===== config.mk =====
export PLATFORM = sky130hd
export DESIGN_NAME = gtl_queue
export DESIGN_NICKNAME = d
export VERILOG_FILES = /design/src/sv/gtl_pkg.sv /design/src/sv/gtl_queue.sv
export SDC_FILE = /design/constraint.sdc
export NUM_CORES = 1
export LEC_CHECK = 0
export ABC_AREA = 1
export ABC_CLOCK_PERIOD_IN_PS = 2570
export BUFFER_PORTS_ARGS = -buffer_cell sky130_fd_sc_hd__buf_2
export CORE_MARGIN = 10
export CORE_UTILIZATION = 35
export CTS_CLUSTER_SIZE = 20
export DETAILED_ROUTE_END_ITERATION = 16
export HOLD_SLACK_MARGIN = 0.02
export SLEW_MARGIN = 15
export SYNTH_ARGS = -nofsm -noshare
export SYNTH_HDL_FRONTEND = slang
export SYNTH_SLANG_ARGS = --single-unit

===== constraint.sdc =====
create_clock -name clk -period 2.57 [get_ports clk]
set_input_delay 0.257 -clock clk [delete_from_list [all_inputs] [get_ports clk]]
set_output_delay 0.257 -clock clk [all_outputs]
set_load 0.02 [all_outputs]

===== src/sv/gtl_pkg.sv =====
// Shared types, constants and the character mapping table of the Greek to Latin transliterator.
package gtl_pkg;

    localparam int QUEUE_DEPTH = 2;

    localparam logic [7:0] GREEK_FIRST = 8'd182;
    localparam logic [7:0] CAP_MU      = 8'd204;
    localparam logic [7:0] CAP_NU      = 8'd205;
    localparam logic [7:0] SMALL_MU    = 8'd236;
    localparam logic [7:0] SMALL_NU    = 8'd237;
    localparam logic [7:0] CAP_PI      = 8'd208;
    localparam logic [7:0] SMALL_PI    = 8'd240;
    localparam logic [7:0] CAP_TAU     = 8'd212;
    localparam logic [7:0] SMALL_TAU   = 8'd244;
    localparam logic [7:0] CHAR_NL     = 8'h0A;

    localparam logic CMD_DATA = 1'b0;
    localparam logic CMD_END  = 1'b1;

    typedef struct packed {
        logic [1:0]      len;
        logic [2:0][7:0] chars;
    } gtl_map_t;

    typedef struct packed {
        logic [3:0][7:0] bytes;
        logic [1:0]      last_idx;
    } gtl_run_t;

    typedef struct packed {
        logic full;
        logic not_empty;
    } gtl_queue_status_t;

    function automatic gtl_map_t gtl_mk(input logic [1:0] len, input logic [7:0] c0,
                                        input logic [7:0] c1, input logic [7:0] c2);
        gtl_map_t m;
        m.len      = len;
        m.chars[0] = c0;
        m.chars[1] = c1;
        m.chars[2] = c2;
        return m;
    endfunction

    function automatic logic gtl_is_hold(input logic [7:0] b);
        return (b == CAP_MU) || (b == SMALL_MU) || (b == CAP_NU) || (b == SMALL_NU);
    endfunction

    function automatic gtl_map_t gtl_map(input logic [7:0] b);
        gtl_map_t m;
        m = gtl_mk(2'd0, 8'h00, 8'h00, 8'h00);
        if (b < GREEK_FIRST) begin
            m = gtl_mk(2'd1, b, 8'h00, 8'h00);
        end
        else begin
            unique case (b)
                8'd182: m = gtl_mk(2'd2, "'", "A", 8'h00);
                8'd183: m = gtl_mk(2'd1, 8'hB7, 8'h00, 8'h00);
                8'd184: m = gtl_mk(2'd2, "'", "E", 8'h00);
                8'd185: m = gtl_mk(2'd2, "'", "H", 8'h00);
                8'd186: m = gtl_mk(2'd2, "'", "I", 8'h00);
                8'd187: m = gtl_mk(2'd1, 8'hBB, 8'h00, 8'h00);
                8'd188: m = gtl_mk(2'd2, "'", "O", 8'h00);
                8'd189: m = gtl_mk(2'd1, 8'hBD, 8'h00, 8'h00);
                8'd190: m = gtl_mk(2'd2, "'", "Y", 8'h00);
                8'd191: m = gtl_mk(2'd2, "'", "W", 8'h00);
                8'd192: m = gtl_mk(2'd3, "i", "'", "\"");
                8'd193: m = gtl_mk(2'd1, "A", 8'h00, 8'h00);
                8'd194: m = gtl_mk(2'd1, "V", 8'h00, 8'h00);
                8'd195: m = gtl_mk(2'd1, "G", 8'h00, 8'h00);
                8'd196: m = gtl_mk(2'd1, "D", 8'h00, 8'h00);
                8'd197: m = gtl_mk(2'd1, "E", 8'h00, 8'h00);
                8'd198: m = gtl_mk(2'd1, "Z", 8'h00, 8'h00);
                8'd199: m = gtl_mk(2'd1, "H", 8'h00, 8'h00);
                8'd200: m = gtl_mk(2'd1, "8", 8'h00, 8'h00);
                8'd201: m = gtl_mk(2'd1, "I", 8'h00, 8'h00);
                8'd202: m = gtl_mk(2'd1, "K", 8'h00, 8'h00);
                8'd203: m = gtl_mk(2'd1, "L", 8'h00, 8'h00);
                8'd204: m = gtl_mk(2'd1, "M", 8'h00, 8'h00);
                8'd205: m = gtl_mk(2'd1, "N", 8'h00, 8'h00);
                8'd206: m = gtl_mk(2'd2, "K", "S", 8'h00);
                8'd207: m = gtl_mk(2'd1, "O", 8'h00, 8'h00);
                8'd208: m = gtl_mk(2'd1, "P", 8'h00, 8'h00);
                8'd209: m = gtl_mk(2'd1, "R", 8'h00, 8'h00);
                8'd211: m = gtl_mk(2'd1, "S", 8'h00, 8'h00);
                8'd212: m = gtl_mk(2'd1, "T", 8'h00, 8'h00);
                8'd213: m = gtl_mk(2'd1, "Y", 8'h00, 8'h00);
                8'd214: m = gtl_mk(2'd1, "F", 8'h00, 8'h00);
                8'd215: m = gtl_mk(2'd1, "X", 8'h00, 8'h00);
                8'd216: m = gtl_mk(2'd2, "P", "S", 8'h00);
                8'd217: m = gtl_mk(2'd1, "W", 8'h00, 8'h00);
                8'd218: m = gtl_mk(2'd2, "I", "\"", 8'h00);
                8'd219: m = gtl_mk(2'd2, "Y", "\"", 8'h00);
                8'd220: m = gtl_mk(2'd2, "a", "'", 8'h00);
                8'd221: m = gtl_mk(2'd2, "e", "'", 8'h00);
                8'd222: m = gtl_mk(2'd2, "h", "'", 8'h00);
                8'd223: m = gtl_mk(2'd2, "i", "'", 8'h00);
                8'd224: m = gtl_mk(2'd3, "y", "'", "\"");
                8'd225: m = gtl_mk(2'd1, "a", 8'h00, 8'h00);
                8'd226: m = gtl_mk(2'd1, "v", 8'h00, 8'h00);
                8'd227: m = gtl_mk(2'd1, "g", 8'h00, 8'h00);
                8'd228: m = gtl_mk(2'd1, "d", 8'h00, 8'h00);
                8'd229: m = gtl_mk(2'd1, "e", 8'h00, 8'h00);
                8'd230: m = gtl_mk(2'd1, "z", 8'h00, 8'h00);
                8'd231: m = gtl_mk(2'd1, "h", 8'h00, 8'h00);
                8'd232: m = gtl_mk(2'd1, "8", 8'h00, 8'h00);
                8'd233: m = gtl_mk(2'd1, "i", 8'h00, 8'h00);
                8'd234: m = gtl_mk(2'd1, "k", 8'h00, 8'h00);
                8'd235: m = gtl_mk(2'd1, "l", 8'h00, 8'h00);
                8'd236: m = gtl_mk(2'd1, "m", 8'h00, 8'h00);
                8'd237: m = gtl_mk(2'd1, "n", 8'h00, 8'h00);
                8'd238: m = gtl_mk(2'd2, "k", "s", 8'h00);
                8'd239: m = gtl_mk(2'd1, "o", 8'h00, 8'h00);
                8'd240: m = gtl_mk(2'd1, "p", 8'h00, 8'h00);
                8'd241: m = gtl_mk(2'd1, "r", 8'h00, 8'h00);
                8'd242: m = gtl_mk(2'd1, "s", 8'h00, 8'h00);
                8'd243: m = gtl_mk(2'd1, "s", 8'h00, 8'h00);
                8'd244: m = gtl_mk(2'd1, "t", 8'h00, 8'h00);
                8'd245: m = gtl_mk(2'd1, "y", 8'h00, 8'h00);
                8'd246: m = gtl_mk(2'd1, "f", 8'h00, 8'h00);
                8'd247: m = gtl_mk(2'd1, "x", 8'h00, 8'h00);
                8'd248: m = gtl_mk(2'd2, "p", "s", 8'h00);
                8'd249: m = gtl_mk(2'd1, "w", 8'h00, 8'h00);
                8'd250: m = gtl_mk(2'd2, "i", "\"", 8'h00);
                8'd251: m = gtl_mk(2'd2, "y", "\"", 8'h00);
                8'd252: m = gtl_mk(2'd2, "o", "'", 8'h00);
                8'd253: m = gtl_mk(2'd2, "y", "'", 8'h00);
                8'd254: m = gtl_mk(2'd2, "w", "'", 8'h00);
                default: m = gtl_mk(2'd0, 8'h00, 8'h00, 8'h00);
            endcase
        end
        return m;
    endfunction

endpackage


===== src/sv/gtl_queue.sv =====
// Short run queue between the front end and the back end.
module gtl_queue #(
    parameter int DEPTH = gtl_pkg::QUEUE_DEPTH
) (
    input  logic                       clk,
    input  logic                       rst_n,
    input  logic                       push,
    input  gtl_pkg::gtl_run_t          push_run,
    input  logic                       pop,
    output gtl_pkg::gtl_run_t          head_run,
    output gtl_pkg::gtl_queue_status_t status
);
    import gtl_pkg::*;

    localparam int PTR_W = (DEPTH > 1) ? $clog2(DEPTH) : 1;
    localparam int CNT_W = $clog2(DEPTH + 1);
    localparam logic [PTR_W-1:0] LAST_PTR = PTR_W'(DEPTH - 1);

    gtl_run_t         entry_reg [DEPTH];
    logic [PTR_W-1:0] wr_ptr_reg;
    logic [PTR_W-1:0] wr_ptr_next;
    logic [PTR_W-1:0] rd_ptr_reg;
    logic [PTR_W-1:0] rd_ptr_next;
    logic [CNT_W-1:0] count_reg;
    logic [CNT_W-1:0] count_next;

    assign status.full      = (count_reg == CNT_W'(DEPTH));
    assign status.not_empty = (count_reg != '0);
    assign head_run         = entry_reg[rd_ptr_reg];

    always_comb
    begin
        wr_ptr_next = wr_ptr_reg;
        rd_ptr_next = rd_ptr_reg;
        count_next  = count_reg;
        if (push) begin
            wr_ptr_next = (wr_ptr_reg == LAST_PTR) ? '0 : wr_ptr_reg + 1'b1;
        end
        if (pop) begin
            rd_ptr_next = (rd_ptr_reg == LAST_PTR) ? '0 : rd_ptr_reg + 1'b1;
        end
        if (push && !pop) begin
            count_next = count_reg + 1'b1;
        end
        else if (pop && !push) begin
            count_next = count_reg - 1'b1;
        end
    end

    always_ff @(posedge clk or negedge rst_n)
    begin
        if (!rst_n) begin
            wr_ptr_reg <= '0;
            rd_ptr_reg <= '0;
            count_reg  <= '0;
        end
        else begin
            wr_ptr_reg <= wr_ptr_next;
            rd_ptr_reg <= rd_ptr_next;
            count_reg  <= count_next;
        end
    end

    always_ff @(posedge clk)
    begin
        if (push) begin
            entry_reg[wr_ptr_reg] <= push_run;
        end
    end

endmodule


==> flow_metrics.env, run 1 <==
export IMPL_outcome="finished clean"
export IMPL_worst_path_buf_inv=2
export IMPL_synth_nets=170
export IMPL_worstPathMaxFanout=28
export IMPL_antenna_found_initial=1
export IMPL_power_density_nw_per_um2=1110
export IMPL_clock_skew_ps=3.60
export IMPL_end_kind="output port"
export IMPL_syn_avg_cell_area_um2=21.5
export IMPL_clock_root_buffer="clkbuf_8"
export IMPL_numCtsBuffers=9
export IMPL_post_route_min_period_ps=1890
export IMPL_synth_cell_types=14
export IMPL_drv_slew=0
export IMPL_ys_ff_latch=72
export IMPL_slowest_stage="dfrtp_2"
export IMPL_period_share=0.735
export IMPL_yosys_warnings=0
export IMPL_routedWlPerCell_um=15.7
export IMPL_grt_pass1_vias=1505
export IMPL_synthesis_area_um2=2810
export IMPL_fmax_ghz=0.530
export IMPL_p_sw_mw=1.22
export IMPL_critPathArrivalTime_ps=1630
export IMPL_r2r_setup_slack_ps=1010
export IMPL_holdWs_ps=120
export IMPL_clock_path_buffers=2
export IMPL_dieArea_um2=12000
export IMPL_worstPathRequired_ps=2310
export IMPL_instances_no_fill=322
export IMPL_drive_gt1_frac=0.568
export IMPL_start_util=0.362
export IMPL_grt_overflow=0
export IMPL_clock_sinks=72
export IMPL_rows=32
export IMPL_cap_violations=0
export IMPL_yosysTopAreaCellShare=0.726
export IMPL_routabilityCongestion=0.674
export IMPL_seq_power_share=0.434
export IMPL_synthCells=131
export IMPL_timing_setup_tns_ps=0
export IMPL_min_path_type="input port to register"
export IMPL_wl_mm=5.04
export IMPL_relSlewSlack=0.635
export IMPL_antenna_left=0
export IMPL_pwr_share_comb=0.355
export IMPL_vias=1391
export IMPL_die_h_um=110
export IMPL_synthTopCellsByArea="edfxtp_1, mux2_4, dfrtp_1"
export IMPL_synth_top_area_cell="edfxtp_1"
export IMPL_ys_seq_area_frac=0.762
export IMPL_internal_power_mw=2.62
export IMPL_vias_per_cell=4.32
export IMPL_path_cells="buf_12 -> mux2_2 -> buf_2"
export IMPL_port_buffers=73
export IMPL_setup_viol_count_final=0
export IMPL_finish_utilization=0.447
export IMPL_die_width_um=110
export IMPL_final_cell_mix="buf_2, edfxtp_1, mux2_4"
export IMPL_firstDrtPassIters=4
export IMPL_cts_resized=0
export IMPL_cp_start_kind="register"
export IMPL_hpwl_mm=3.64
export IMPL_largest_reg_flops=68
export IMPL_clockPowerShare=0.211
export IMPL_grt_total_usage=0.0840
export IMPL_rsz0062_at_grt="false"
export IMPL_path_class="register to output port"
export IMPL_hold_viol_final=0
export IMPL_syn_to_final_growth_pct=23.5
export IMPL_fin_nets=255
export IMPL_cts_setup_buffers=0
export IMPL_drc=0
export IMPL_critPathTopFamily="flip-flops"
export IMPL_cts_tree="built"
export IMPL_max_stage_delay_ps=520
export IMPL_fill_cells=712
export IMPL_grt_pass1_wl_mm=7.61
export IMPL_grt_max_degree=30
export IMPL_ioPinCount=74
export IMPL_final_common_cell="buf_2"
export IMPL_clock_latency_ps=320
export IMPL_h_tree_depth=3
export IMPL_switching_share=0.318
export IMPL_post_place_cells=306
export IMPL_dr_first_iter_drc_count=38
export IMPL_clk_pin_slew_ps=70
export IMPL_tightest_slew_ps=546
export IMPL_antenna_cells=0
export IMPL_total_power_mw=3.84
export IMPL_leakage_nw=1.42
export IMPL_core_um2=7770
export IMPL_vdd_drop_max_mv=0.438
==> layout make-up <==
cell class	count	area (µm²)	area share
flip-flops and latches	72	2140	0.617
multi-input cells	48	579	0.167
repair buffers	78	418	0.120
clock buffers	11	131	0.0378
well taps	102	128	0.0368
clock inverters	4	46.3	0.0133
inverters	7	26.3	0.00757
==> synthesized netlist by cell type <==
cell and count:
edfxtp_1 68, buf_6 1, nor2_1 2, buf_12 3, inv_1 7, dfrtp_1 4
ha_1 1, nand3_1 1, xor2_1 2, mux2_4 29, nand2_1 6, xnor2_1 1
mux2_2 5, nand4_1 1
==> power groups by stage <==
stage               logic, mW  clock network, mW  registers, mW
floorplan                1.11                  0           1.64
global placement         1.39                  0           1.69
detailed placement       1.40                  0           1.70
CTS                      1.40              0.842           1.67
global route             1.47              0.898           1.69
finish                   1.36              0.810           1.67
==> worst reg2reg max path: stages, from the launching register on <==
cell and delay [ps]:
dfrtp_1 420, nand2_1 70, inv_1 410, buf_4 350
==> metrics by stage <==
step | setup WS (ps) | cell area [µm²]
2_1_floorplan | 297 | 2810
3_3_place_gp | 981 | 3280
3_5_place_dp | 966 | 3280
4_1_cts | 619 | 3470
5_1_grt | 583 | 3470
6_report | 681 | 3470
==> layer usage <==
metal	global-route usage	vias to the layer above	share of wire
met4	0.0362	0	0.012
met2	0.131	64	0.45
met5	0	-	0
li1	-	662	-
met3	0.0497	9	0.13
met1	0.0910	656	0.40
==> path summary, 6_finish.rpt <==
check | from | endpoint | cells after the start
max reg2reg | wr_ptr_reg$_DFFE_PN0P_ | entry_reg[1][29]$_DFFE_PP_ | 3
min | push_run[19] | entry_reg[1][19]$_DFFE_PP_ | 1
min in group asynchronous | rst_n | count_reg[0]$_DFFE_PN0P_ | 2
max in group asynchronous | rst_n | rd_ptr_reg$_DFFE_PN0P_ | 2
max | rd_ptr_reg$_DFFE_PN0P_ | head_run[19] | 3
min reg2reg | count_reg[1]$_DFFE_PN0P_ | count_reg[1]$_DFFE_PN0P_ | 2
==> repair_timing <==
item / 4_1_cts / 5_1_grt
setup endpoints to repair: 0 / 0
endpoints found under the hold margin: 4 / 0
hold buffers: 1 / 0
==> cells by family after synthesis <==
logic type                 share of synthesized area
and+or+nand+nor                               0.0147
buffers and inverters                         0.0347
adders and majority gates                    0.00445
muxes                                          0.175
xor gates and xnor gates                     0.00935
DFF                                            0.762
No activity file was read; power rests on OpenSTA's default activity.
==> run 2: changes to the inputs <==
- ABC_CLOCK_PERIOD_IN_PS: 2570 -> 1950
- clock period: 2.57 -> 1.95 ns (I/O delays scaled with it)
==> run 2 against run 1 <==
Non-clock buffer count up 1. Cell count increased by 0.62%. Total power increased by 31%. Clock power grew 26%. First-iteration DRC count rose by 37%. Cell area up 0.18%. Clock skew is 3.0 ps higher. Clock-buffer cell count increased by 2. Sequential share of layout area decreased by 0.11 points. Largest cell class unchanged. Largest power group unchanged. Highest routed layer unchanged.
==> flow_metrics.env, run 2 (same netlist as run 1, synthesis figures left out) <==
export IMPL_clockPowerShare=0.203
export IMPL_ioPinCount=74
export IMPL_fill_cells=702
export IMPL_firstDrtPassIters=4
export IMPL_clk_pin_slew_ps=70
export IMPL_crit_cells=3
export IMPL_antenna_left=0
export IMPL_largest_reg_flops=68
export IMPL_fmax_ghz=0.563
export IMPL_cts_setup_buffers=0
export IMPL_grt_total_usage=0.0875
export IMPL_regArea_um2=2140
export IMPL_hold_start="push_run[16]"
export IMPL_post_route_min_period_ps=1780
export IMPL_cts_resized=0
export IMPL_clock_sinks=72
export IMPL_drive_gt1_frac=0.577
export IMPL_leakage_nw=1.43
export IMPL_wl_mm=5.18
export IMPL_critPathArrivalTime_ps=1580
export IMPL_core_um2=7770
export IMPL_r2r_end="entry_reg[1][3]$_DFFE_PP_"
export IMPL_grt_overflow=0
export IMPL_final_common_cell="buf_2"
export IMPL_slowest_stage="dfrtp_2"
export IMPL_cap_violations=0
export IMPL_h_tree_depth=3
export IMPL_worstPathMaxFanout=29
export IMPL_min_path_type="input port to register"
export IMPL_clock_path_buffers=2
export IMPL_max_stage_delay_ps=480
export IMPL_outcome="finished clean"
export IMPL_holdPathStages=1
export IMPL_drc=0
export IMPL_grt_pass1_wl_mm=7.80
export IMPL_p_sw_mw=1.63
export IMPL_clock_root_buffer="clkbuf_8"
export IMPL_port_buffers=73
export IMPL_antenna_cells=0
export IMPL_dieArea_um2=12000
export IMPL_setup_viol_count_final=0
export IMPL_clock_skew_ps=6.64
export IMPL_vdd_drop_max_mv=0.589
export IMPL_hpwl_mm=3.70
export IMPL_relSlewSlack=0.819
export IMPL_worstPathRequired_ps=1750
export IMPL_antenna_found_initial=1
export IMPL_grt_max_degree=30
export IMPL_start_util=0.362
export IMPL_critPathTopFamily="flip-flops"
export IMPL_reg2reg_depth=3
export IMPL_routabilityCongestion=0.650
export IMPL_reg2reg_from="wr_ptr_reg$_DFFE_PN0P_"
export IMPL_worst_path_buf_inv=2
export IMPL_pwr_share_comb=0.364
export IMPL_end_kind="output port"
export IMPL_rsz0062_at_grt="false"
export IMPL_die_width_um=110
export IMPL_final_cell_mix="buf_2, edfxtp_1, mux2_4"
export IMPL_r2r_setup_slack_ps=770
export IMPL_power_density_nw_per_um2=1450
export IMPL_path_cells="buf_12 -> mux2_4 -> buf_2"
export IMPL_vias_per_cell=4.30
export IMPL_timing_setup_tns_ps=0
export IMPL_vias=1393
export IMPL_dr_first_iter_drc_count=52
export IMPL_fin_nets=256
export IMPL_holdWs_ps=49.3
export IMPL_clock_latency_ps=330
export IMPL_path_class="register to output port"
export IMPL_drv_slew=0
export IMPL_seq_power_share=0.433
export IMPL_rows=32
export IMPL_internal_power_mw=3.41
export IMPL_tightest_slew_ps=272
export IMPL_multi_input_area_um2=579
export IMPL_syn_to_final_growth_pct=23.7
export IMPL_cts_tree="built"
export IMPL_numCtsBuffers=9
export IMPL_cp_start_kind="register"
export IMPL_hold_viol_final=0
export IMPL_routedWlPerCell_um=16.0
export IMPL_period_share=0.911
export IMPL_holdPathEnd="entry_reg[1][16]$_DFFE_PP_"
export IMPL_switching_share=0.323
export IMPL_grt_pass1_vias=1549
export IMPL_die_h_um=110
==> run 2: changes by cell type in the layout (fill, tap and decap cells not counted), sizes merged <==
cell / delta
buf: +1
bufinv: -1
clkbuf: +2
==> run 2: worst max path at each step <==
stage / startpoint / endpoint / slack (ps)
6_report: rd_ptr_reg$_DFFE_PN0P_ / head_run[17] / 170
2_1_floorplan: wr_ptr_reg$_DFFE_PN0P_ / entry_reg[0][0]$_DFFE_PP_ / 230
4_1_cts: rd_ptr_reg$_DFFE_PN0P_ / head_run[11] / 140
3_3_place_gp: rd_ptr_reg$_DFFE_PN0P_ / head_run[11] / 530
5_1_grt: rd_ptr_reg$_DFFE_PN0P_ / head_run[16] / 100
3_5_place_dp: rd_ptr_reg$_DFFE_PN0P_ / head_run[22] / 520
==> run 2: repair_timing <==
action / 4_1_cts / 5_1_grt
setup endpoints to repair: 0 / 0
hold buffers: 1 / 0
hold endpoints to repair: 4 / 0
==> run 2: area by class of cell <==
cell class / count / share of cell area
clock inverter: 3 / 0.00504
clock buffer: 13 / 0.0457
multi-input combinational: 48 / 0.167
inverter: 7 / 0.00755
tap: 102 / 0.0367
timing repair buffer: 79 / 0.122
sequential: 72 / 0.616
==> run 2: routing by layer <==
layer	global-route usage	vias to the layer above	part of all wire
li1	-	667	-
met2	0.131	59	0.45
met1	0.102	659	0.42
met5	0	-	0
met3	0.0415	8	0.11
met4	0.0474	0	0.012
==> run 2: power groups by stage <==
stage	sequential [mW]	clock, mW	combinational (mW)
floorplan	2.16	0	1.47
global placement	2.21	0	1.87
detailed placement	2.22	0	1.88
CTS	2.18	1.07	1.89
global route	2.21	1.15	1.98
finish	2.18	1.02	1.83
==> run 2: through the flow <==
stage	setup WS [ps]	utilization	area (µm²)	power, mW	std cells
after floorplan	233	-	2810	3.63	131
after global placement	532	0.424	3290	4.08	307
after detailed placement	519	0.424	3290	4.09	307
after CTS	142	0.448	3480	5.14	324
after global routing	104	0.448	3480	5.33	324
final	173	0.448	3480	5.03	324
