File: src/sv/gtl_pkg.sv
// Shared types, constants and the character mapping table of the Greek to Latin transliterator.
package gtl_pkg;

    localparam int QUEUE_DEPTH = 2;

    localparam logic [7:0] GREEK_FIRST = 8'd182;
    localparam logic [7:0] CAP_MU      = 8'd204;
    localparam logic [7:0] CAP_NU      = 8'd205;
    localparam logic [7:0] SMALL_MU    = 8'd236;
    localparam logic [7:0] SMALL_NU    = 8'd237;
    localparam logic [7:0] CAP_PI      = 8'd208;
    localparam logic [7:0] SMALL_PI    = 8'd240;
    localparam logic [7:0] CAP_TAU     = 8'd212;
    localparam logic [7:0] SMALL_TAU   = 8'd244;
    localparam logic [7:0] CHAR_NL     = 8'h0A;

    localparam logic CMD_DATA = 1'b0;
    localparam logic CMD_END  = 1'b1;

    typedef struct packed {
        logic [1:0]      len;
        logic [2:0][7:0] chars;
    } gtl_map_t;

    typedef struct packed {
        logic [3:0][7:0] bytes;
        logic [1:0]      last_idx;
    } gtl_run_t;

    typedef struct packed {
        logic full;
        logic not_empty;
    } gtl_queue_status_t;

    function automatic gtl_map_t gtl_mk(input logic [1:0] len, input logic [7:0] c0,
                                        input logic [7:0] c1, input logic [7:0] c2);
        gtl_map_t m;
        m.len      = len;
        m.chars[0] = c0;
        m.chars[1] = c1;
        m.chars[2] = c2;
        return m;
    endfunction

    function automatic logic gtl_is_hold(input logic [7:0] b);
        return (b == CAP_MU) || (b == SMALL_MU) || (b == CAP_NU) || (b == SMALL_NU);
    endfunction

    function automatic gtl_map_t gtl_map(input logic [7:0] b);
        gtl_map_t m;
        m = gtl_mk(2'd0, 8'h00, 8'h00, 8'h00);
        if (b < GREEK_FIRST) begin
            m = gtl_mk(2'd1, b, 8'h00, 8'h00);
        end
        else begin
            unique case (b)
                8'd182: m = gtl_mk(2'd2, "'", "A", 8'h00);
                8'd183: m = gtl_mk(2'd1, 8'hB7, 8'h00, 8'h00);
                8'd184: m = gtl_mk(2'd2, "'", "E", 8'h00);
                8'd185: m = gtl_mk(2'd2, "'", "H", 8'h00);
                8'd186: m = gtl_mk(2'd2, "'", "I", 8'h00);
                8'd187: m = gtl_mk(2'd1, 8'hBB, 8'h00, 8'h00);
                8'd188: m = gtl_mk(2'd2, "'", "O", 8'h00);
                8'd189: m = gtl_mk(2'd1, 8'hBD, 8'h00, 8'h00);
                8'd190: m = gtl_mk(2'd2, "'", "Y", 8'h00);
                8'd191: m = gtl_mk(2'd2, "'", "W", 8'h00);
                8'd192: m = gtl_mk(2'd3, "i", "'", "\"");
                8'd193: m = gtl_mk(2'd1, "A", 8'h00, 8'h00);
                8'd194: m = gtl_mk(2'd1, "V", 8'h00, 8'h00);
                8'd195: m = gtl_mk(2'd1, "G", 8'h00, 8'h00);
                8'd196: m = gtl_mk(2'd1, "D", 8'h00, 8'h00);
                8'd197: m = gtl_mk(2'd1, "E", 8'h00, 8'h00);
                8'd198: m = gtl_mk(2'd1, "Z", 8'h00, 8'h00);
                8'd199: m = gtl_mk(2'd1, "H", 8'h00, 8'h00);
                8'd200: m = gtl_mk(2'd1, "8", 8'h00, 8'h00);
                8'd201: m = gtl_mk(2'd1, "I", 8'h00, 8'h00);
                8'd202: m = gtl_mk(2'd1, "K", 8'h00, 8'h00);
                8'd203: m = gtl_mk(2'd1, "L", 8'h00, 8'h00);
                8'd204: m = gtl_mk(2'd1, "M", 8'h00, 8'h00);
                8'd205: m = gtl_mk(2'd1, "N", 8'h00, 8'h00);
                8'd206: m = gtl_mk(2'd2, "K", "S", 8'h00);
                8'd207: m = gtl_mk(2'd1, "O", 8'h00, 8'h00);
                8'd208: m = gtl_mk(2'd1, "P", 8'h00, 8'h00);
                8'd209: m = gtl_mk(2'd1, "R", 8'h00, 8'h00);
                8'd211: m = gtl_mk(2'd1, "S", 8'h00, 8'h00);
                8'd212: m = gtl_mk(2'd1, "T", 8'h00, 8'h00);
                8'd213: m = gtl_mk(2'd1, "Y", 8'h00, 8'h00);
                8'd214: m = gtl_mk(2'd1, "F", 8'h00, 8'h00);
                8'd215: m = gtl_mk(2'd1, "X", 8'h00, 8'h00);
                8'd216: m = gtl_mk(2'd2, "P", "S", 8'h00);
                8'd217: m = gtl_mk(2'd1, "W", 8'h00, 8'h00);
                8'd218: m = gtl_mk(2'd2, "I", "\"", 8'h00);
                8'd219: m = gtl_mk(2'd2, "Y", "\"", 8'h00);
                8'd220: m = gtl_mk(2'd2, "a", "'", 8'h00);
                8'd221: m = gtl_mk(2'd2, "e", "'", 8'h00);
                8'd222: m = gtl_mk(2'd2, "h", "'", 8'h00);
                8'd223: m = gtl_mk(2'd2, "i", "'", 8'h00);
                8'd224: m = gtl_mk(2'd3, "y", "'", "\"");
                8'd225: m = gtl_mk(2'd1, "a", 8'h00, 8'h00);
                8'd226: m = gtl_mk(2'd1, "v", 8'h00, 8'h00);
                8'd227: m = gtl_mk(2'd1, "g", 8'h00, 8'h00);
                8'd228: m = gtl_mk(2'd1, "d", 8'h00, 8'h00);
                8'd229: m = gtl_mk(2'd1, "e", 8'h00, 8'h00);
                8'd230: m = gtl_mk(2'd1, "z", 8'h00, 8'h00);
                8'd231: m = gtl_mk(2'd1, "h", 8'h00, 8'h00);
                8'd232: m = gtl_mk(2'd1, "8", 8'h00, 8'h00);
                8'd233: m = gtl_mk(2'd1, "i", 8'h00, 8'h00);
                8'd234: m = gtl_mk(2'd1, "k", 8'h00, 8'h00);
                8'd235: m = gtl_mk(2'd1, "l", 8'h00, 8'h00);
                8'd236: m = gtl_mk(2'd1, "m", 8'h00, 8'h00);
                8'd237: m = gtl_mk(2'd1, "n", 8'h00, 8'h00);
                8'd238: m = gtl_mk(2'd2, "k", "s", 8'h00);
                8'd239: m = gtl_mk(2'd1, "o", 8'h00, 8'h00);
                8'd240: m = gtl_mk(2'd1, "p", 8'h00, 8'h00);
                8'd241: m = gtl_mk(2'd1, "r", 8'h00, 8'h00);
                8'd242: m = gtl_mk(2'd1, "s", 8'h00, 8'h00);
                8'd243: m = gtl_mk(2'd1, "s", 8'h00, 8'h00);
                8'd244: m = gtl_mk(2'd1, "t", 8'h00, 8'h00);
                8'd245: m = gtl_mk(2'd1, "y", 8'h00, 8'h00);
                8'd246: m = gtl_mk(2'd1, "f", 8'h00, 8'h00);
                8'd247: m = gtl_mk(2'd1, "x", 8'h00, 8'h00);
                8'd248: m = gtl_mk(2'd2, "p", "s", 8'h00);
                8'd249: m = gtl_mk(2'd1, "w", 8'h00, 8'h00);
                8'd250: m = gtl_mk(2'd2, "i", "\"", 8'h00);
                8'd251: m = gtl_mk(2'd2, "y", "\"", 8'h00);
                8'd252: m = gtl_mk(2'd2, "o", "'", 8'h00);
                8'd253: m = gtl_mk(2'd2, "y", "'", 8'h00);
                8'd254: m = gtl_mk(2'd2, "w", "'", 8'h00);
                default: m = gtl_mk(2'd0, 8'h00, 8'h00, 8'h00);
            endcase
        end
        return m;
    endfunction

endpackage

File: src/sv/gtl_back.sv
// Back end: walks the head run one byte per cycle into the output register while the output is not stalled.
module gtl_back (
    input  logic                       clk,
    input  logic                       rst_n,
    input  gtl_pkg::gtl_run_t          head_run,
    input  gtl_pkg::gtl_queue_status_t q_status,
    output logic                       pop,
    output logic                       out_valid,
    input  logic                       out_stall,
    output logic [7:0]                 out_byte,
    output logic                       last_of_run
);
    import gtl_pkg::*;

    logic       out_valid_reg;
    logic [7:0] out_byte_reg;
    logic       last_reg;
    logic [1:0] idx_reg;
    logic [1:0] idx_next;
    logic       load;
    logic       at_end;

    assign load   = !out_valid_reg || !out_stall;
    assign at_end = (idx_reg == head_run.last_idx);
    assign pop    = load && q_status.not_empty && at_end;

    always_comb
    begin
        idx_next = idx_reg;
        if (load && q_status.not_empty) begin
            idx_next = at_end ? 2'd0 : idx_reg + 2'd1;
        end
    end

    always_ff @(posedge clk or negedge rst_n)
    begin
        if (!rst_n) begin
            out_valid_reg <= 1'b0;
            idx_reg       <= 2'd0;
        end
        else begin
            idx_reg <= idx_next;
            if (load) begin
                out_valid_reg <= q_status.not_empty;
            end
        end
    end

    always_ff @(posedge clk)
    begin
        if (load) begin
            out_byte_reg <= head_run.bytes[idx_reg];
            last_reg     <= at_end;
        end
    end

    assign out_valid   = out_valid_reg;
    assign out_byte    = out_byte_reg;
    assign last_of_run = last_reg;

endmodule

File: config.mk
export PLATFORM = sky130hd
export DESIGN_NAME = gtl_back
export DESIGN_NICKNAME = d
export VERILOG_FILES = /design/src/sv/gtl_pkg.sv /design/src/sv/gtl_back.sv
export SDC_FILE = /design/constraint.sdc
export NUM_CORES = 1
export LEC_CHECK = 0
export BUFFER_PORTS_ARGS = -buffer_cell sky130_fd_sc_hd__buf_2
export CAP_MARGIN = 20
export CORE_ASPECT_RATIO = 0.8
export CORE_MARGIN = 2
export CORE_UTILIZATION = 25
export DETAILED_ROUTE_END_ITERATION = 16
export PLACE_DENSITY = 0.63
export SLEW_MARGIN = 20
export SYNTH_ARGS = -nofsm -noshare
export SYNTH_HDL_FRONTEND = slang
export SYNTH_SLANG_ARGS = --single-unit
File: constraint.sdc
create_clock -name clk -period 4.8 [get_ports clk]
set_clock_uncertainty 0.2 [all_clocks]
set_input_delay 0.96 -clock clk [delete_from_list [all_inputs] [get_ports clk]]
set_output_delay 0.96 -clock clk [all_outputs]
set_load 0.1 [all_outputs]
==> metrics.txt, run 1 <==
status=finished clean; GRT overflow=0; CTS Buf Count=3; Multi-input gate area=323 µm²; CTS max path bufs=2; Slew Limit Fails=0; Main synth FF type=edfxtp_1; initial antenna violation count=0; Yosys top cell by area=edfxtp_1; syn nets=78; total die area=3180 µm²; htree depth=1; Sink Count=12; Pre-antenna DRT Iters=4; worst-case vdd ir drop=161 µV; Seq cells post-synth=12; design area=990 µm²; DR iter-0 viols=5; Area Growth Syn to Fin=44.6%; Setup TNS=0 ns; starting density of the core=27.1%; synthesized area=684 µm²; Via-to-Cell Ratio=4.26; TritonCTS clock tree=yes; vias in the first global route=539; area of the core=2520 µm²; crit-path max FO=3; final hold violations=0; Setup crit end kind=output port; root buffer cell=clkbuf_4; final core occ=39.2%; GP Congestion=0.669; Post-Place Cell Area=953 µm²; max reg flops=8; fin crit period=3.09 ns; post-synthesis sequential area ratio=50.5%; Die X=62.5 µm; Fillers=244; Static Leak=0.000447 µW; FP Rows=16; achievable frequency=323 MHz; required time of the critical path=3.64 ns; post-DR wirelength/cell=12.5 µm; Hold Path Class=primary input to async pin; detailed-route wire length=1.56 mm; Area contributors post-synth=edfxtp_1 (39%), mux4_2 (16%), mux4_1 (12%); period utilisation layout=64.4%; most numerous cell in the Yosys netlist=edfxtp_1; Worst setup SP type=primary input; ant diodes=0; YS warnings=0; CTS Hold Bufs=0; cell count after synthesis=39; # port buffers=48; RSZ-0062 raised after global routing=false; DRC=0; Synth top cells by count=edfxtp_1 (9), mux4_2 (5); Max-Cap Viols=0; first-pass GRT wire length=2.43 mm; CP Class=primary input to output port; die extent in y=50.8 µm; worst rel slew slack=50.1%; via count=533; post_cts resized=0; worst-margin pin slew=0.749 ns; FF/Latch Area=345 µm²; top cell type's share of synthesized area=39.5%; Final ANT Viol Nets=0; ys async rst share=25.0%; Clock transition at path regs=0.07 ns; CP arrival=1.93 ns; EDFF count, synth=9; IO Pins=50; post-CTS setup buffers=0; pin count of the biggest net entering global routing=14; GRT Resource Usage Total=10.6%; # setup viols final=0; share of layout cells above drive strength 1=68.5%; Synth Area per Inst=17.5 µm²; pwr dens=701 nW/µm²; clk_lat worst skew=0.26 ns; Unique masters post-synth=18; Layout Nets=129
==> layout by cell type, fill, tap and decap left out, drive strengths merged <==
cell type  synthesis  layout
buf                2      48
edfxtp             9       9
mux4               8       8
clkbuf             0       4
nand2              3       3
nand2b             3       3
dfrtp              3       3
o21ai              2       2
xor2               2       2
nor2               1       1
a21bo              1       1
nor3               1       1
a21boi             1       1
nand4b             1       1
nand3b             1       1
nand3              1       1
==> critical path, stage by stage <==
cell and delay (ns):
buf_2 0.14, xor2_4 0.16, nor3_1 0.21, buf_2 0.46
==> metal layers <==
metal	vias up	wire length [µm]	global-route usage (%)	part of all wire, %
met5	-	0	0	0
met4	0	19	6.67	1.2
met3	2	139	3.14	8.9
met2	27	821	18.6	53
met1	244	580	11.4	37
li1	260	-	-	-
==> cell type report <==
| class | instances | area share [%] |
|---|---|---|
| timing repair buffer | 48 | 24.3 |
| tap | 36 | 4.55 |
| multi-input combinational | 25 | 32.6 |
| sequential | 12 | 34.9 |
| clock buffer | 4 | 3.67 |
==> power by group <==
part	internal, µW	switching [µW]	total [µW]
clock	46.0	30.6	76.6
combinational	109	292	401
sequential	164	52.4	217
total	319	375	694
==> kinds of logic (layout without fill, tap and decap cells) <==
logic type	count (synthesis)	after routing	share of synthesized area, %
AOI/OAI and AO/OA	4	4	5.12
xor gates and xnor gates	2	2	5.30
buffers and inverters	2	52	2.38
DFF	12	12	50.5
muxes	8	8	28.0
and+or+nand+nor	11	11	8.77
==> through the flow <==
step           setup slack, ns  hold slack [ns]  cells  total power, µW
6_report                  1.71            0.280    125              694
5_1_grt                   1.53            0.266    125              725
4_1_cts                   1.63            0.273    125              704
3_5_place_dp              1.67            0.480    121              626
3_3_place_gp              1.69            0.457    121              619
2_1_floorplan            0.428            0.396     39              570
==> path summary, 6_finish.rpt <==
| path | startpoint | end | slack [ns] | depth (start not counted) |
|---|---|---|---|---|
| max | head_run[0] | pop | 1.71 | 4 |
| min | rst_n | idx_reg[0] | 0.28 | 1 |
| max reg2reg | idx_reg[0] | out_byte[6] | 2.87 | 1 |
| min reg2reg | out_valid | idx_reg[0] | 0.50 | 3 |
| max in group asynchronous | rst_n | idx_reg[1] | 4.01 | 1 |
| min in group clk | out_valid | idx_reg[0] | 0.50 | 3 |
(Power assumes the default switching activity.)
==> run 2, diff against run 1 <==
- PLACE_DENSITY: 0.63 -> 0.65
- clock period: 4.8 -> 2.6 ns (I/O delays scaled with it)
==> run 2 against run 1 <==
Compared with the run above:
- global-route usage grew 0.80 points
- clock power grew 54%
- die area is the same
- largest cell class unchanged
- cell count grew 1.6%
- first-iteration DRC count grew 120%
- sequential cell count is the same
==> metrics.txt, run 2 (synthesized netlist as in run 1, its figures left out) <==
status=finished clean; # port buffers=48 (unchanged); cell count after placement=122 (+0.83%); Area Growth Syn to Fin=49.5%; Clock transition at path regs=0.07 ns (about the same); FF/Latch Area=345 µm² (unchanged); worst-margin pin slew=0.489 ns (-0.260 ns); ant diodes=0 (unchanged); post-CTS setup buffers=0 (unchanged); Layout Nets=131 (+1.6%); Sink Count=12 (unchanged); vias in the first global route=589 (+9.3%); worst-case vdd ir drop=294 µV (+83%); TritonCTS clock tree=yes; final hold violations=0 (unchanged); M2 GR Usage=24.4% (+5.7 points); CP arrival=1.58 ns (-0.35 ns); commonest non-fill, non-tap cell in the layout=buf_2; area of the core=2520 µm² (unchanged); post-DR wirelength/cell=13.4 µm (+7.7%); period utilisation layout=88.5%; clk_lat worst skew=0.27 ns (about the same); worst rel slew slack=67.6% (+18 points); Setup TNS=0 ns (unchanged); CP Class=flop to output port; Pre-antenna DRT Iters=4 (unchanged); total die area=3180 µm² (unchanged); RSZ-0062 raised after global routing=false; root buffer cell=clkbuf_4; Multi-input gate area=334 µm² (+3.5%); IO Pins=50 (unchanged); required time of the critical path=1.88 ns (-1.76 ns); # setup viols final=0 (unchanged); Slew Limit Fails=0 (unchanged); pin count of the biggest net entering global routing=13 (-1); Worst setup SP type=flop; met1 GRT Util=9.62% (-1.8 points); Cell Count, Final, Fillers Out=127 (+1.6%); Static Leak=0.000456 µW (+2.2%); busiest grt layer=met2; GRT overflow=0 (unchanged); share of layout cells above drive strength 1=68.1% (-0.41 points); first-pass GRT wire length=2.61 mm (+7.4%); fin crit period=2.30 ns; via count=574 (+7.7%); GP Congestion=0.713 (+6.7%); Setup crit end kind=output port; grt met3 use=3.14% (unchanged); pwr dens=1270 nW/µm² (+81%); die extent in y=50.8 µm (unchanged); htree depth=1 (unchanged); DR iter-0 viols=11 (+6); Hold Path Class=primary input to flop; Via-to-Cell Ratio=4.52 (+6.0%); FP Rows=16 (unchanged); achievable frequency=434 MHz; Die X=62.5 µm (unchanged); Fillers=251 (+2.9%); starting density of the core=27.1% (unchanged); Max-Cap Viols=0 (unchanged); CTS max path bufs=2 (unchanged); Detailed Place HPWL=1.36 mm; crit-path max FO=12 (+9); DRC=0 (unchanged); most frequent cells in the layout=buf_2 (47), edfxtp_1 (9), mux4_2 (5); max reg flops=8 (unchanged); initial antenna violation count=0 (unchanged); Final ANT Viol Nets=0 (unchanged); detailed-route wire length=1.71 mm (+9.4%); Design Power=1300 µW (+87%); GRT Resource Usage Total=11.4% (+0.80 points); CTS Buf Count=3 (unchanged)
==> run 2: report_power, final <==
group	internal, µW	leakage, µW	switching [µW]	total [µW]
registers	305	0.000126	58.7	363
logic	225	0.000316	593	819
clock network	59.2	0.0000150	58.6	118
==> run 2: timing repair <==
item / CTS / global route
hold buffers: 1 / 0
endpoints found under the hold margin: 3 / 0
resized for setup: 0 / 0
==> run 2: metrics by stage <==
step | cell area (µm²) | setup WS, ns | utilization (%) | hold WS (ns)
after floorplan | 696 | 0.0190 | - | 0.0244
after global placement | 987 | 0.585 | 39.1 | 0.121
after detailed placement | 987 | 0.547 | 39.1 | 0.123
after CTS | 1020 | 0.253 | 40.6 | 0.265
after global routing | 1020 | 0.199 | 40.6 | 0.279
final | 1020 | 0.298 | 40.6 | 0.277
==> run 2: worst paths after layout <==
kind                                   from          end  slack, ns  cells after the start
min in group asynchronous             rst_n   idx_reg[0]       0.37                      2
worst max register to register   idx_reg[0]  out_byte[7]       0.81                      2
worst min-delay path            q_status[0]    out_valid       0.28                      2
worst min register to register    out_valid   idx_reg[0]       0.49                      3
worst max-delay path             idx_reg[1]          pop       0.30                      3
max in group asynchronous             rst_n    out_valid       1.72                      2
==> run 2: cell type report <==
cell class                      count  area share, %
Clock buffer                        4           2.57
Tap cell                           36           4.40
Multi-Input combinational cell     25           32.6
Sequential cell                    12           33.7
Timing Repair Buffer               50           26.7
==> run 2: worst max-delay path: stages (launching register included) <==
cell and delay, ns:
dfrtp_1 0.63, xor2_1 0.23, nor3_4 0.26, buf_12 0.20
==> run 2: per-layer routing <==
metal  share of wire, %  wire (µm)
met4                1.0         17
met3                7.9        134
met5                  0          0
met2                 59       1010
met1                 32        541
==> run 3, diff against run 2 <==
- CORE_UTILIZATION: 25 -> 35
- PLACE_DENSITY: 0.65 -> 0.83
==> run 3 against run 2 <==
Compared with the run above:
- die area is 27% lower
- hold slack worse by 0.0025 ns
- clock power is 4% lower
- sequential cell count stayed put
- global-route usage is 1.7 points higher
- critical path depth stayed put
- critical path type unchanged
==> metrics.txt, run 3 (synthesized netlist as in run 1, its figures left out) <==
status=finished clean; achievable frequency=437 MHz (+0.58%); reg2reg setup slack=0.85 ns (+0.04 ns); detailed-route wire length=1.38 mm (-19%); worst-case vdd ir drop=758 µV (+160%); Critical R2R Launch=idx_reg[0]; starting density of the core=36.9% (+9.7 points); DR iter-0 viols=10 (-1); CTS Buf Count=3 (unchanged); FP Rows=14 (-2); # port buffers=48 (unchanged); crit path launch=idx_reg[1]; worst rel slew slack=67.8% (+0.17 points); required time of the critical path=1.88 ns (about the same); CP arrival=1.57 ns (about the same); pwr dens=1270 nW/µm² (about the same); CP max-delay cell=dfrtp_1; Clock transition at path regs=0.07 ns (about the same); Worst setup SP type=flop; htree depth=1 (unchanged); most frequent cells in the layout=buf_2 (47), edfxtp_1 (9), mux4_2 (5); Static Leak=0.000457 µW (about the same); commonest non-fill, non-tap cell in the layout=buf_2; Critical Path Max Stage Delay=0.61 ns (-0.02 ns); via count=543 (-5.4%); worst-margin pin slew=0.486 ns (-0.00251 ns); CTS max path bufs=2 (unchanged); share of layout cells above drive strength 1=68.1% (unchanged); initial antenna violation count=0 (unchanged); crit-path max FO=12 (unchanged); Hold Path Origin=q_status[0]; clk_lat worst skew=0.26 ns (about the same); RR Endpoint=out_byte[2]; GP Congestion=0.775 (+8.6%); Hold Path Stages=2 (unchanged); IO Pins=50 (unchanged); GRT Resource Usage Total=13.1% (+1.7 points); Slew Limit Fails=0 (unchanged); die extent in y=43.6 µm (-14%); Setup crit end kind=output port; Die X=53.4 µm (-14%); R2R depth=2 (unchanged); Pre-antenna DRT Iters=4 (unchanged); root buffer cell=clkbuf_4; ant diodes=0 (unchanged); GRT overflow=0 (unchanged); final hold violations=0 (unchanged); WHS=0.274 ns (-0.00255 ns); area of the core=1860 µm² (-26%); Sink Count=12 (unchanged); Area Growth Syn to Fin=47.3%; period utilisation layout=88.0% (-0.51 points); CP Class=flop to output port; Hold Path Class=primary input to flop; Setup TNS=0 ns (unchanged); fin crit period=2.29 ns (-0.0134 ns); post-CTS setup buffers=0 (unchanged); CP Cell Sequence=xor2_1 -> nor3_4 -> buf_12; Critical Path Sink=pop; TritonCTS clock tree=yes; vias in the first global route=537 (-8.8%); post-DR wirelength/cell=12.0 µm (-11%); first-pass GRT wire length=2.24 mm (-14%); RSZ-0062 raised after global routing=false; pin count of the biggest net entering global routing=13 (unchanged); Detailed Place HPWL=1.20 mm (-12%); total die area=2330 µm² (-27%); Layout Nets=131 (unchanged); DRC=0 (unchanged); post_cts resized=0 (unchanged); # setup viols final=0 (unchanged); max reg flops=8 (unchanged); Via-to-Cell Ratio=4.72 (+4.5%); Final ANT Viol Nets=0 (unchanged); Max-Cap Viols=0 (unchanged)
## run 3: cell count changes in the layout (fill, tap and decap cells not counted), sizes merged
cell,previous run,this run
clkbuf,4,3
clkinv,0,1
## run 3: critical path: cells and delay by family, from the launching register on
| kind | cells | cell delay, ns |
|---|---|---|
| buf+inv | 1 | 0.20 |
| xor+xnor | 1 | 0.23 |
| simple gates | 1 | 0.26 |
| flops | 1 | 0.61 |
## run 3: cell type report
cell class | count | area [µm²]
well taps | 24 | 30.0
clock inverters | 1 | 3.75
fillers | 167 | 848
flip-flops and latches | 12 | 345
multi-input cells | 25 | 334
repair buffers | 50 | 273
clock buffers | 3 | 22.5
## run 3: metal layers
metal / wire length (µm) / global-route usage [%] / share of wire [%]
met1: 515 / 15.5 / 37
met2: 748 / 24.4 / 54
met3: 118 / 3.45 / 8.5
met4: 0 / 1.54 / 0
met5: 0 / 0 / 0
## run 3: stage by stage
stage	cells	setup slack, ns	utilization, %	instance area, µm²	power [µW]
2_1_floorplan	39	0.0190	-	696	1060
3_5_place_dp	110	0.576	52.4	972	1180
3_3_place_gp	110	0.598	52.4	972	1170
5_1_grt	115	0.200	54.3	1010	1350
6_report	115	0.311	54.3	1010	1280
4_1_cts	115	0.277	54.3	1010	1290
## run 3: power breakdown
part	switching, µW	internal (µW)
logic	582	225
registers	56.2	305
clock network	58.0	55.3
total	697	584
## run 3: worst min path at each step
stage                       endpoint
after floorplan           idx_reg[0]
after CTS                  out_valid
after global placement     out_valid
final                      out_valid
after global routing       out_valid
after detailed placement  idx_reg[1]
## run 3: timing repair
action | in CTS | in global routing
hold buffers | 1 | 0
hold endpoints to repair | 3 | 0
setup endpoints to repair | 0 | 0
